--- config.mk ---
export PLATFORM = sky130hd
export DESIGN_NAME = url_percent_decoder_flat
export DESIGN_NICKNAME = d
export VERILOG_FILES = /design/src/rtl/upd_pkg.sv /design/src/rtl/upd_if.sv /design/src/rtl/upd_decode.sv /design/src/rtl/url_percent_decoder.sv /design/src/flat_wrapper.sv
export SDC_FILE = /design/constraint.sdc
export NUM_CORES = 1
export LEC_CHECK = 0
export BUFFER_PORTS_ARGS = -buffer_cell sky130_fd_sc_hd__buf_2
export CELL_PAD_IN_SITES_DETAIL_PLACEMENT = 1
export CELL_PAD_IN_SITES_GLOBAL_PLACEMENT = 2
export CORE_MARGIN = 2
export CORE_UTILIZATION = 38
export DETAILED_ROUTE_END_ITERATION = 7
export GPL_TIMING_DRIVEN = 0
export PLACE_DENSITY = 0.92
export SLEW_MARGIN = 20
export SYNTH_ARGS = -nofsm -noshare
export SYNTH_HDL_FRONTEND = slang
export SYNTH_SLANG_ARGS = --single-unit
--- constraint.sdc ---
create_clock -name i_clk -period 3.9 [get_ports i_clk]
set_clock_uncertainty 0.1 [all_clocks]
set_input_delay 0 -clock i_clk [delete_from_list [all_inputs] [get_ports i_clk]]
set_output_delay 0 -clock i_clk [all_outputs]
set_load 0.03 [all_outputs]
--- src/rtl/upd_pkg.sv ---
// Package for the URL percent decoder: widths, character codes, result struct
// and the hex-digit and mode-mapping functions.
// No dependencies; every other file of the block uses it.
`default_nettype none

package upd_pkg;

    localparam int CHAR_W    = 8;
    localparam int NIBBLE_W  = 4;

    localparam logic [CHAR_W-1:0] CH_PERCENT = 8'd37;
    localparam logic [CHAR_W-1:0] CH_PLUS    = 8'd43;
    localparam logic [CHAR_W-1:0] CH_SPACE   = 8'd32;
    localparam logic [CHAR_W-1:0] CH_LF      = 8'd10;
    localparam logic [CHAR_W-1:0] CH_CR      = 8'd13;
    localparam logic [CHAR_W-1:0] CH_ZERO    = 8'd48;
    localparam logic [CHAR_W-1:0] CH_NINE    = 8'd57;
    localparam logic [CHAR_W-1:0] CH_UC_A    = 8'd65;
    localparam logic [CHAR_W-1:0] CH_UC_F    = 8'd70;
    localparam logic [CHAR_W-1:0] CH_LC_A    = 8'd97;
    localparam logic [CHAR_W-1:0] CH_LC_F    = 8'd102;
    localparam logic [CHAR_W-1:0] CH_NUL     = 8'd0;

    // Decode step result handed from the decoder to the output register.
    typedef struct packed {
        logic              emit;
        logic [CHAR_W-1:0] out_char;
        logic              out_last;
    } t_upd_res;

    // Value of a hex digit; anything that is not a digit counts as zero.
    function automatic logic [NIBBLE_W-1:0] hex_value(input logic [CHAR_W-1:0] c);
        logic [CHAR_W-1:0] d;
        d = CH_NUL;
        if (c >= CH_ZERO && c <= CH_NINE) begin
            d = c - CH_ZERO;
        end else if (c >= CH_UC_A && c <= CH_UC_F) begin
            d = c - CH_UC_A + 8'd10;
        end else if (c >= CH_LC_A && c <= CH_LC_F) begin
            d = c - CH_LC_A + 8'd10;
        end
        return d[NIBBLE_W-1:0];
    endfunction

    // Form mode turns decoded CR and LF into space; keep-plus mode turns
    // decoded CR, LF and space into a plus sign.
    function automatic logic [CHAR_W-1:0] map_decoded(input logic plus_mode,
                                                      input logic [CHAR_W-1:0] b);
        logic [CHAR_W-1:0] m;
        m = b;
        if (!plus_mode) begin
            if (b == CH_LF || b == CH_CR) begin
                m = CH_SPACE;
            end
        end else begin
            if (b == CH_LF || b == CH_CR || b == CH_SPACE) begin
                m = CH_PLUS;
            end
        end
        return m;
    endfunction

endpackage

`default_nettype wire

--- src/rtl/upd_if.sv ---
// Handshake channels of the URL percent decoder: encoded characters in,
// decoded characters out. Depends on upd_pkg for the character width.
`default_nettype none

interface upd_in_if;
    logic                       valid;
    logic                       ready;
    logic [upd_pkg::CHAR_W-1:0] in_char;
    logic                       in_last;

    modport source (output valid, output in_char, output in_last, input ready);
    modport sink   (input valid, input in_char, input in_last, output ready);
endinterface

interface upd_out_if;
    logic                       valid;
    logic                       ready;
    logic [upd_pkg::CHAR_W-1:0] out_char;
    logic                       out_last;

    modport source (output valid, output out_char, output out_last, input ready);
    modport sink   (input valid, input out_char, input out_last, output ready);
endinterface

`default_nettype wire

--- src/rtl/upd_decode.sv ---
// Escape tracking and character decoding for one word per cycle while i_advance is high.
// Depends on upd_pkg for codes, the result struct and the helper functions.
`default_nettype none

module upd_decode (
    input  wire logic                       i_clk,
    input  wire logic                       i_rst_n,
    input  wire logic                       i_advance,
    input  wire logic [upd_pkg::CHAR_W-1:0] i_char,
    input  wire logic                       i_last,
    input  wire logic                       i_plus_mode,
    output upd_pkg::t_upd_res               o_res
);

    typedef enum logic [1:0] {
        PH_IDLE,
        PH_HIGH,
        PH_LOW
    } t_phase;

    t_phase                       r_phase;
    t_phase                       n_phase;
    logic [upd_pkg::NIBBLE_W-1:0] r_nibble;
    logic [upd_pkg::NIBBLE_W-1:0] n_nibble;
    logic [upd_pkg::NIBBLE_W-1:0] digit;

    assign digit = upd_pkg::hex_value(i_char);

    always_comb begin
        o_res          = '0;
        o_res.out_last = i_last;
        n_phase        = PH_IDLE;
        n_nibble       = '0;
        unique case (r_phase)
            PH_HIGH: begin
                if (i_last) begin
                    // The low digit is missing, so it counts as zero.
                    o_res.emit     = 1'b1;
                    o_res.out_char = upd_pkg::map_decoded(i_plus_mode,
                                                          {digit, 4'b0000});
                end else begin
                    n_phase  = PH_LOW;
                    n_nibble = digit;
                end
            end
            PH_LOW: begin
                o_res.emit     = 1'b1;
                o_res.out_char = upd_pkg::map_decoded(i_plus_mode, {r_nibble, digit});
            end
            default: begin
                if (i_char == upd_pkg::CH_PERCENT) begin
                    if (i_last) begin
                        o_res.emit     = 1'b1;
                        o_res.out_char = upd_pkg::map_decoded(i_plus_mode,
                                                              upd_pkg::CH_NUL);
                    end else begin
                        n_phase = PH_HIGH;
                    end
                end else begin
                    o_res.emit = 1'b1;
                    if (i_char == upd_pkg::CH_PLUS) begin
                        o_res.out_char = i_plus_mode ? upd_pkg::CH_PLUS
                                                     : upd_pkg::CH_SPACE;
                    end else begin
                        o_res.out_char = i_char;
                    end
                end
            end
        endcase
    end

    always_ff @(posedge i_clk) begin
        if (!i_rst_n) begin
            r_phase  <= PH_IDLE;
            r_nibble <= '0;
        end else if (i_advance) begin
            r_phase  <= n_phase;
            r_nibble <= n_nibble;
        end
    end

endmodule

`default_nettype wire

--- src/rtl/url_percent_decoder.sv ---
// URL percent decoder top level: input register, decoder, output register.
// Depends on upd_pkg, upd_in_if, upd_out_if and upd_decode.
//
// Usage: encoded characters arrive one word per handshake on i_in, with
// in_last marking the end of a string; decoded characters leave on o_out.
// A '%' and the high digit of an escape produce no word, unless in_last
// cuts the escape short, in which case the missing digits count as zero.
// i_cfg_we with i_cfg_wdata sets the plus mode (0 form, 1 keep-plus); write
// it only while no word is in flight.
// Path: an accepted word is held in the input register, is decoded there
// and, if it yields a word, lands in the output register, from which o_out
// takes it. Throughput is one word per cycle while o_out.ready stays high,
// set by the single decode step between the two registers.
// Reset (synchronous, active low) empties both registers, returns the
// escape tracking to idle and clears the plus mode to form mode.
// When the receiver stalls, the output register holds its word; the input
// register takes one more word, and words that produce no output still
// pass through. Then i_in.ready drops until o_out.ready returns.
`default_nettype none

module url_percent_decoder (
    input  wire logic i_clk,
    input  wire logic i_rst_n,
    upd_in_if.sink    i_in,
    upd_out_if.source o_out,
    input  wire logic i_cfg_we,
    input  wire logic i_cfg_wdata
);

    logic                       r_in_valid;
    logic [upd_pkg::CHAR_W-1:0] r_in_char;
    logic                       r_in_last;
    logic                       r_out_valid;
    logic [upd_pkg::CHAR_W-1:0] r_out_char;
    logic                       r_out_last;
    logic                       r_plus_mode;
    logic                       advance;
    upd_pkg::t_upd_res          res;

    upd_decode u_decode (
        .i_clk       (i_clk),
        .i_rst_n     (i_rst_n),
        .i_advance   (advance),
        .i_char      (r_in_char),
        .i_last      (r_in_last),
        .i_plus_mode (r_plus_mode),
        .o_res       (res)
    );

    // A word that yields no output may move on even while the output stalls.
    assign advance    = r_in_valid && (!r_out_valid || o_out.ready || !res.emit);
    assign i_in.ready = !r_in_valid || advance;

    assign o_out.valid    = r_out_valid;
    assign o_out.out_char = r_out_char;
    assign o_out.out_last = r_out_last;

    always_ff @(posedge i_clk) begin
        if (!i_rst_n) begin
            r_in_valid <= 1'b0;
        end else if (i_in.ready) begin
            r_in_valid <= i_in.valid;
        end
        if (i_in.valid && i_in.ready) begin
            r_in_char <= i_in.in_char;
            r_in_last <= i_in.in_last;
        end
    end

    always_ff @(posedge i_clk) begin
        if (!i_rst_n) begin
            r_out_valid <= 1'b0;
        end else if (advance && res.emit) begin
            r_out_valid <= 1'b1;
        end else if (o_out.ready) begin
            r_out_valid <= 1'b0;
        end
        if (advance && res.emit) begin
            r_out_char <= res.out_char;
            r_out_last <= res.out_last;
        end
    end

    always_ff @(posedge i_clk) begin
        if (!i_rst_n) begin
            r_plus_mode <= 1'b0;
        end else if (i_cfg_we) begin
            r_plus_mode <= i_cfg_wdata;
        end
    end

`ifndef SYNTHESIS
    a_reset_empties: assert property (@(posedge i_clk) !i_rst_n |=> !o_out.valid)
        else $error("output word valid after reset");

    a_empty_ready: assert property (@(posedge i_clk) disable iff (!i_rst_n)
        !r_in_valid |-> i_in.ready)
        else $error("input refused while input register is empty");

    a_silent_hold: assert property (@(posedge i_clk) disable iff (!i_rst_n)
        (advance && !res.emit && r_out_valid && !o_out.ready)
        |=> (o_out.valid && $stable(o_out.out_char) && $stable(o_out.out_last)))
        else $error("stalled output word changed by a word that yields nothing");
`endif

endmodule

`default_nettype wire

--- src/flat_wrapper.sv ---
// flat-port wrapper written by rule: the top's interface ports become plain ports
module url_percent_decoder_flat 
  (i_clk, i_rst_n, i_cfg_we, i_cfg_wdata, i_in_valid, i_in_in_char, i_in_in_last, i_in_ready, o_out_valid, o_out_out_char, o_out_out_last, o_out_ready);
  upd_in_if i_in_i ();
  upd_out_if o_out_i ();
  input  wire logic i_clk;
  input  wire logic i_rst_n;
  input  wire logic i_cfg_we;
  input  wire logic i_cfg_wdata;
  input wire logic [$bits(i_in_i.valid)-1:0] i_in_valid;
  input wire logic [$bits(i_in_i.in_char)-1:0] i_in_in_char;
  input wire logic [$bits(i_in_i.in_last)-1:0] i_in_in_last;
  output wire logic [$bits(i_in_i.ready)-1:0] i_in_ready;
  output wire logic [$bits(o_out_i.valid)-1:0] o_out_valid;
  output wire logic [$bits(o_out_i.out_char)-1:0] o_out_out_char;
  output wire logic [$bits(o_out_i.out_last)-1:0] o_out_out_last;
  input wire logic [$bits(o_out_i.ready)-1:0] o_out_ready;
  assign i_in_i.valid = i_in_valid;
  assign i_in_i.in_char = i_in_in_char;
  assign i_in_i.in_last = i_in_in_last;
  assign i_in_ready = i_in_i.ready;
  assign o_out_valid = o_out_i.valid;
  assign o_out_out_char = o_out_i.out_char;
  assign o_out_out_last = o_out_i.out_last;
  assign o_out_i.ready = o_out_ready;
  url_percent_decoder u_core (.i_clk(i_clk), .i_rst_n(i_rst_n), .i_in(i_in_i), .o_out(o_out_i), .i_cfg_we(i_cfg_we), .i_cfg_wdata(i_cfg_wdata));
endmodule
==> flow_summary_export.csv, run 1 <==
group,metric,value,unit
logic_synthesis,synth_edf_count,18,
timing,setup_viol,0,
die,die_w,70.1,um
timing,rsz0062_at_grt,"no",
critical_path,cp.arrival,2.86,ns
timing,period_minus_slack,2.82,ns
route,via_per_inst,5.62,
global_route,grt_pass1_wl,7150,um
timing,fin_crit_sh,0.724,
hold_path,holdPathStages,2,
logic_synthesis,synthMuxAreaShare,0.0370,
die,initial_core_util,0.389,
hold_path,hold_path_class,"input pin to register",
critical_path,crit_type,"register to register",
logic_synthesis,synth_cell_types,58,
logic_synthesis,syn_nets,185,
logic_synthesis,yosys.area.top_type,"edfxtp_1",
logic_synthesis,seq_area_frac_synth,0.435,
clock_tree,root_buffer,"clkbuf_8",
logic_synthesis,synth_simple_gate_area_frac,0.269,
global_route,overflow,0,
logic_synthesis,synth_area_leaders,"edfxtp_1, dfxtp_1, ha_1",
logic_synthesis,ys_top_cells_by_count,"edfxtp_1, nand2_1, dfxtp_1, nor2_1, inv_1",
critical_path,r2r_slack,1.08,ns
clock_tree,cts_tree,"yes",
critical_path,critical_path.endpoint,"u_core.o_out.out_char[3]",
route,ant_nets,0,
timing,setup-tns-final,0,ns
pwr,ir_drop,0.000163,V
clock_tree,htreeDepth,1,
logic_synthesis,netlist_area,1660,sq um
global_route,grt.total_usage,0.180,
die,dieArea,4910,sq um
route,routed_wl,4190,um
logic_synthesis,synth-xor-area-share,0.00528,
place,gp_congestion,0.910,
logic_synthesis,yosys_warnings,0,
critical_path,cp.required,3.94,ns
die,fp.coreArea,4260,sq um
critical_path,ff2ff_path_depth,8,
route,drc,0,
timing,drv_slew,0,
global_route,antenna_found_initial,0,
logic_synthesis,async_flop_share,0,
final_layout,final_nets,232,
logic_synthesis,synth_compound_area_frac,0.175,
logic_synthesis,synth_fa_ha_area_frac,0.0377,
logic_synthesis,synth.most_common_cell,"edfxtp_1",
timing,tightestPinTransition,0.688,ns
timing,hold_viol_final,0,
timing,relSlewSlack,0.539,
critical_path,timing.critical_path.from,"u_core.r_in_char[0]",
logic_synthesis,syn_area_per_cell,10.0,sq um
route,drtPass1Iterations,4,
route,drt-wirelength-per-cell,15.9,um
global_route,grt_pass1_vias,1533,
place,io_buffers,25,
flow_run,drv_cap,0,
route,via_count,1478,
clock_tree,clock_latency,0.28,ns
critical_path,worstReg2RegStart,"u_core.r_in_char[0]",
pwr,p_leak,0.779,nW
final_layout,fin_util,0.486,
final_layout,area_growth,24.9,%
final_layout,drive_above_1_share,0.204,
global_route,grt_max_degree,17,
route,first_iter_violations,65,
critical_path,critPathLaunchType,"register",
logic_synthesis,synth_cells,165,
critical_path,end_kind,"register",
logic_synthesis,synth_seq_cells,27,
clock_tree,cts.repair.resized,0,
die,die_height,70.1,um
clock_tree,clock-sinks,27,
pwr,p_per_area,288,nW/um^2
logic_synthesis,synthFlopType,"edfxtp_1",
die,rows,24,
outcome,status,"complete, no violations",
clock_tree,clk_path_buf_depth,2,
final_layout,n_antenna_cell,0,
clock_tree,path_clk_slew,0.10,ns
logic_synthesis,synth_top_family_by_area,"simple AND/OR/NAND/NOR gates",
place,hpwl,3110,um
timing,fmax,354,MHz
die,io_pins,26,
critical_path,critPathMaxFanout,7,
clock_tree,cts_buffers,3,
logic_synthesis,yosysTopAreaCellShare,0.326,
critical_path,r2r_end,"u_core.o_out.out_char[3]",
[worst max-delay path, stage by stage (launching register included)]
cell and delay [ns]:
edfxtp_1 0.50, inv_1 0.14, ha_1 0.25, o21bai_1 0.22, a21oi_2 0.11, xnor2_1 0.49
nor3_1 0.22, or4_1 0.54, nand4_1 0.12
[power breakdown]
group	total, mW	switching (mW)	leakage [nW]	internal (mW)
Clock	0.166	0.0927	0.0260	0.0733
Sequential	0.329	0.0101	0.245	0.319
Combinational	0.102	0.0568	0.508	0.0452
Total	0.597	0.160	0.779	0.437
[cell usage in the layout (no fill, tap or decap), types with 3 or more instances in the layout]
| master | netlist | layout |
|---|---|---|
| a21boi_0 | 5 | 5 |
| nand4_1 | 3 | 3 |
| nor3_1 | 5 | 4 |
| mux2i_1 | 5 | 5 |
| ha_1 | 5 | 5 |
| o21ai_0 | 5 | 5 |
| nor2_1 | 9 | 9 |
| nand2_1 | 14 | 14 |
| nand2b_1 | 5 | 5 |
| inv_1 | 8 | 8 |
| edfxtp_1 | 18 | 18 |
| buf_2 | 4 | 29 |
| nor2b_1 | 6 | 6 |
| clkbuf_8 | 0 | 3 |
| dlygate4sd3_1 | 0 | 17 |
| or4_1 | 3 | 3 |
| o31ai_1 | 3 | 3 |
| nand3_1 | 3 | 3 |
| a21oi_1 | 6 | 6 |
| dfxtp_1 | 9 | 9 |
[registers in the layout (all words and copies together) (netlist names)]
signal	flops
u_core.o_out.out_char	8
u_core.o_out.out_last	1
u_core.r_in_last	1
u_core.r_plus_mode	1
u_core.o_out.valid	1
u_core.r_in_valid	1
u_core.r_in_char	8
u_core.u_decode.r_phase	2
u_core.u_decode.r_nibble	4
[metal layers]
| layer | vias up | track usage | share of wire |
|---|---|---|---|
| li1 | 719 | - | - |
| met1 | 716 | 0.219 | 0.43 |
| met2 | 39 | 0.333 | 0.53 |
| met5 | - | 0 | 0 |
| met4 | 0 | 0.0491 | 0.010 |
| met3 | 4 | 0.0231 | 0.035 |
[worst min-delay path by stage]
stage / startpoint / end / slack, ns
floorplan: i_in_in_char[0] / u_core.r_in_char[0] / -0.001
global placement: i_in_in_char[1] / u_core.r_in_char[1] / 0.08
detailed placement: i_in_in_char[5] / u_core.r_in_char[5] / 0.08
CTS: i_in_in_last / u_core.r_in_last / 0.31
global route: i_in_in_last / u_core.r_in_last / 0.32
finish: i_in_in_char[6] / u_core.r_in_char[6] / 0.32
[layout make-up]
cell class	count	area (sq um)
Inverter	8	30.0
Timing Repair Buffer	42	295
Tap cell	52	65.1
Fill cell	489	2190
Clock inverter	1	6.26
Clock buffer	3	41.3
Sequential cell	27	721
Buffer	7	38.8
Multi-Input combinational cell	123	873
[per-stage QoR]
| step | worst slack (ns) | hold slack (ns) | power, mW | area, sq um | cells |
|---|---|---|---|---|---|
| 3_5_place_dp | 0.726 | 0.0790 | 0.422 | 1850 | 242 |
| 2_1_floorplan | 1.27 | -0.00113 | 0.393 | 1660 | 165 |
| 6_report | 1.08 | 0.320 | 0.597 | 2070 | 263 |
| 5_1_grt | 0.809 | 0.320 | 0.623 | 2070 | 263 |
| 3_3_place_gp | 0.859 | 0.0762 | 0.419 | 1850 | 242 |
| 4_1_cts | 0.708 | 0.315 | 0.601 | 2070 | 263 |
[kinds of logic after synthesis]
family,after synthesis
AO/OA/AOI/OAI,41
adder cells (fa/ha/maj),5
buffers and inverters,15
multiplexers,6
XOR/XNOR,1
AND/OR/NAND/NOR,70
flip-flops,27
[repair_timing]
action                                 4_1_cts  5_1_grt
endpoints found under the hold margin       18        0
setup buffers                                0        0
hold buffers                                17        0
setup endpoints to repair                    0        0
No activity file was read; power rests on OpenSTA's default activity.
==> run 2: changes to the inputs <==
- CORE_UTILIZATION: 38 -> 32
- PLACE_DENSITY: 0.92 -> 0.83
- clock period: 3.9 -> 2.5 ns (I/O delays scaled with it)
==> run 2 against run 1 <==
- first-iteration DRC count down 31%
- wire length is 9.3% higher
- final cell count is 10% higher
- critical path depth rose by 1
- clock-buffer cell count grew 1
- register-to-register slack lost 1.0 ns
- die area rose by 18%
- worst hold slack improved by 0.0024 ns
- design area rose by 12%
- power grew 62%
- via count up 1.4%
==> flow_summary_export.csv, run 2 (synthesis gave the netlist of run 1 again) <==
group,metric,value,unit
clock_tree,cts_tree,"yes",
final_layout,drive_above_1_share,0.314,
die,rows,26,
critical_path,critPathLaunchType,"register",
route,drt-wirelength-per-cell,15.8,um
final_layout,fin_util,0.461,
global_route,grt_pass1_wl,7490,um
clock_tree,root_buffer,"clkbuf_8",
timing,hold_viol_final,0,
global_route,use_met3,0.0213,
clock_tree,clock-sinks,27,
global_route,grt_max_degree,15,
timing,setup_viol,0,
critical_path,slowest_stage,"or4_1",
global_route,grt.total_usage,0.159,
final_layout,area_growth,40.2,%
final_layout,final_nets,241,
global_route,met1_usage,0.211,
timing,fmax,413,MHz
route,ant_nets,0,
critical_path,crit_top_cell,"buf_4",
final_layout,n_antenna_cell,0,
critical_path,cp.arrival,2.45,ns
critical_path,crit_chain,"buf_4 > ha_4 > o21bai_4 > a21oi_4 > buf_4 > xnor2_4 > and3_4 > or4_1 > nand4_1",
critical_path,cp.required,2.54,ns
critical_path,cpPeakStageDelay,0.51,ns
timing,tightestPinTransition,0.517,ns
place,io_buffers,25,
outcome,status,"complete, no violations",
timing,drv_slew,0,
critical_path,critPathMaxFanout,6,
flow_run,drv_cap,0,
clock_tree,clock_latency,0.27,ns
clock_tree,clk_path_buf_depth,2,
pwr,p_leak,0.849,nW
die,fp.coreArea,5040,sq um
global_route,overflow,0,
final_layout,fill_cells,567,
hold_path,hold_path_class,"input pin to register",
die,io_pins,26,
critical_path,crit_type,"register to register",
clock_tree,htreeDepth,1,
pwr,total_power,0.970,mW
final_layout,post_layout_nonfiller_instances,290,
route,via_count,1498,
route,via_per_inst,5.17,
die,die_height,76.0,um
route,drc,0,
timing,period_minus_slack,2.42,ns
timing,relSlewSlack,0.652,
global_route,grt-busiest-layer,"met2",
timing,fin_crit_sh,0.968,
final_layout,regArea,722,sq um
die,initial_core_util,0.329,
final_layout,mostFrequentLayoutCell,"buf_2",
pwr,p_per_area,417,nW/um^2
critical_path,end_kind,"register",
route,routed_wl,4580,um
final_layout,layout_common_cells,"buf_2, edfxtp_1, dlygate4sd3_1",
clock_tree,path_clk_slew,0.10,ns
clock_tree,cts_buffers,3,
place,gp_congestion,0.782,
global_route,grt_pass1_vias,1544,
place,dp_cells,260,
final_layout,multi_input_area,1020,sq um
place,hpwl,3140,um
global_route,antenna_found_initial,0,
route,first_iter_violations,45,
pwr,ir_drop,0.000254,V
die,die_w,76.0,um
die,dieArea,5770,sq um
global_route,grt_util_met2,0.278,
route,drtPass1Iterations,4,
==> run 2: cell type report <==
cell class / instances / share of cell area
multi-input cells: 123 / 0.440
flip-flops and latches: 27 / 0.311
repair buffers: 51 / 0.159
well taps: 70 / 0.0377
plain buffers: 7 / 0.0199
clock buffers: 4 / 0.0194
inverters: 8 / 0.0129
==> run 2: power by group <==
| part | internal, mW | leakage (nW) | switching [mW] |
|---|---|---|---|
| Clock | 0.114 | 0.0228 | 0.138 |
| Sequential | 0.497 | 0.246 | 0.0158 |
| Combinational | 0.0979 | 0.580 | 0.107 |
==> run 2: final timing paths <==
kind	startpoint	end	slack (ns)	depth (start not counted)
setup / recovery	u_core.r_in_char[0]	u_core.o_out.out_char[3]	0.08	9
hold / removal	i_in_in_char[4]	u_core.r_in_char[4]	0.32	2
setup reg to reg	u_core.r_in_char[0]	u_core.o_out.out_char[3]	0.08	9
hold reg to reg	u_core.u_decode.r_phase[0]	u_core.u_decode.r_phase[0]	0.38	2
==> run 2: metrics by stage <==
stage | area, sq um | hold slack [ns] | worst slack (ns) | setup TNS (ns)
2_1_floorplan | 1660 | -0.00113 | 0.0912 | 0
3_3_place_gp | 1880 | 0.0772 | -0.288 | -3.15
3_5_place_dp | 1880 | 0.0790 | -0.353 | -3.98
4_1_cts | 2160 | 0.320 | 0.000257 | 0
5_1_grt | 2320 | 0.335 | -0.00927 | -0.00927
6_report | 2320 | 0.322 | 0.0811 | 0
==> run 2: layer usage <==
metal	vias to the layer above	wire (um)	share of wire
li1	738	-	-
met1	720	2070	0.45
met2	36	2330	0.51
met3	4	144	0.031
met4	0	38	0.0083
met5	-	0	0
==> run 2: what timing repair did <==
item                                   4_1_cts  5_1_grt
setup endpoints to repair                   23       25
endpoints found under the hold margin       18        0
hold buffers                                15        0
setup buffers                                5        6
gates resized for setup                      7       26
pin swaps                                    1        5
==> run 2: worst max-delay path: cells and delay by family, from the launching register on <==
| family | cells | cell delay, ns |
|---|---|---|
| simple gates | 3 | 0.79 |
| flops | 1 | 0.44 |
| buf+inv | 2 | 0.33 |
| compound gates | 2 | 0.27 |
| fa+ha+maj | 1 | 0.17 |
| xor+xnor | 1 | 0.17 |
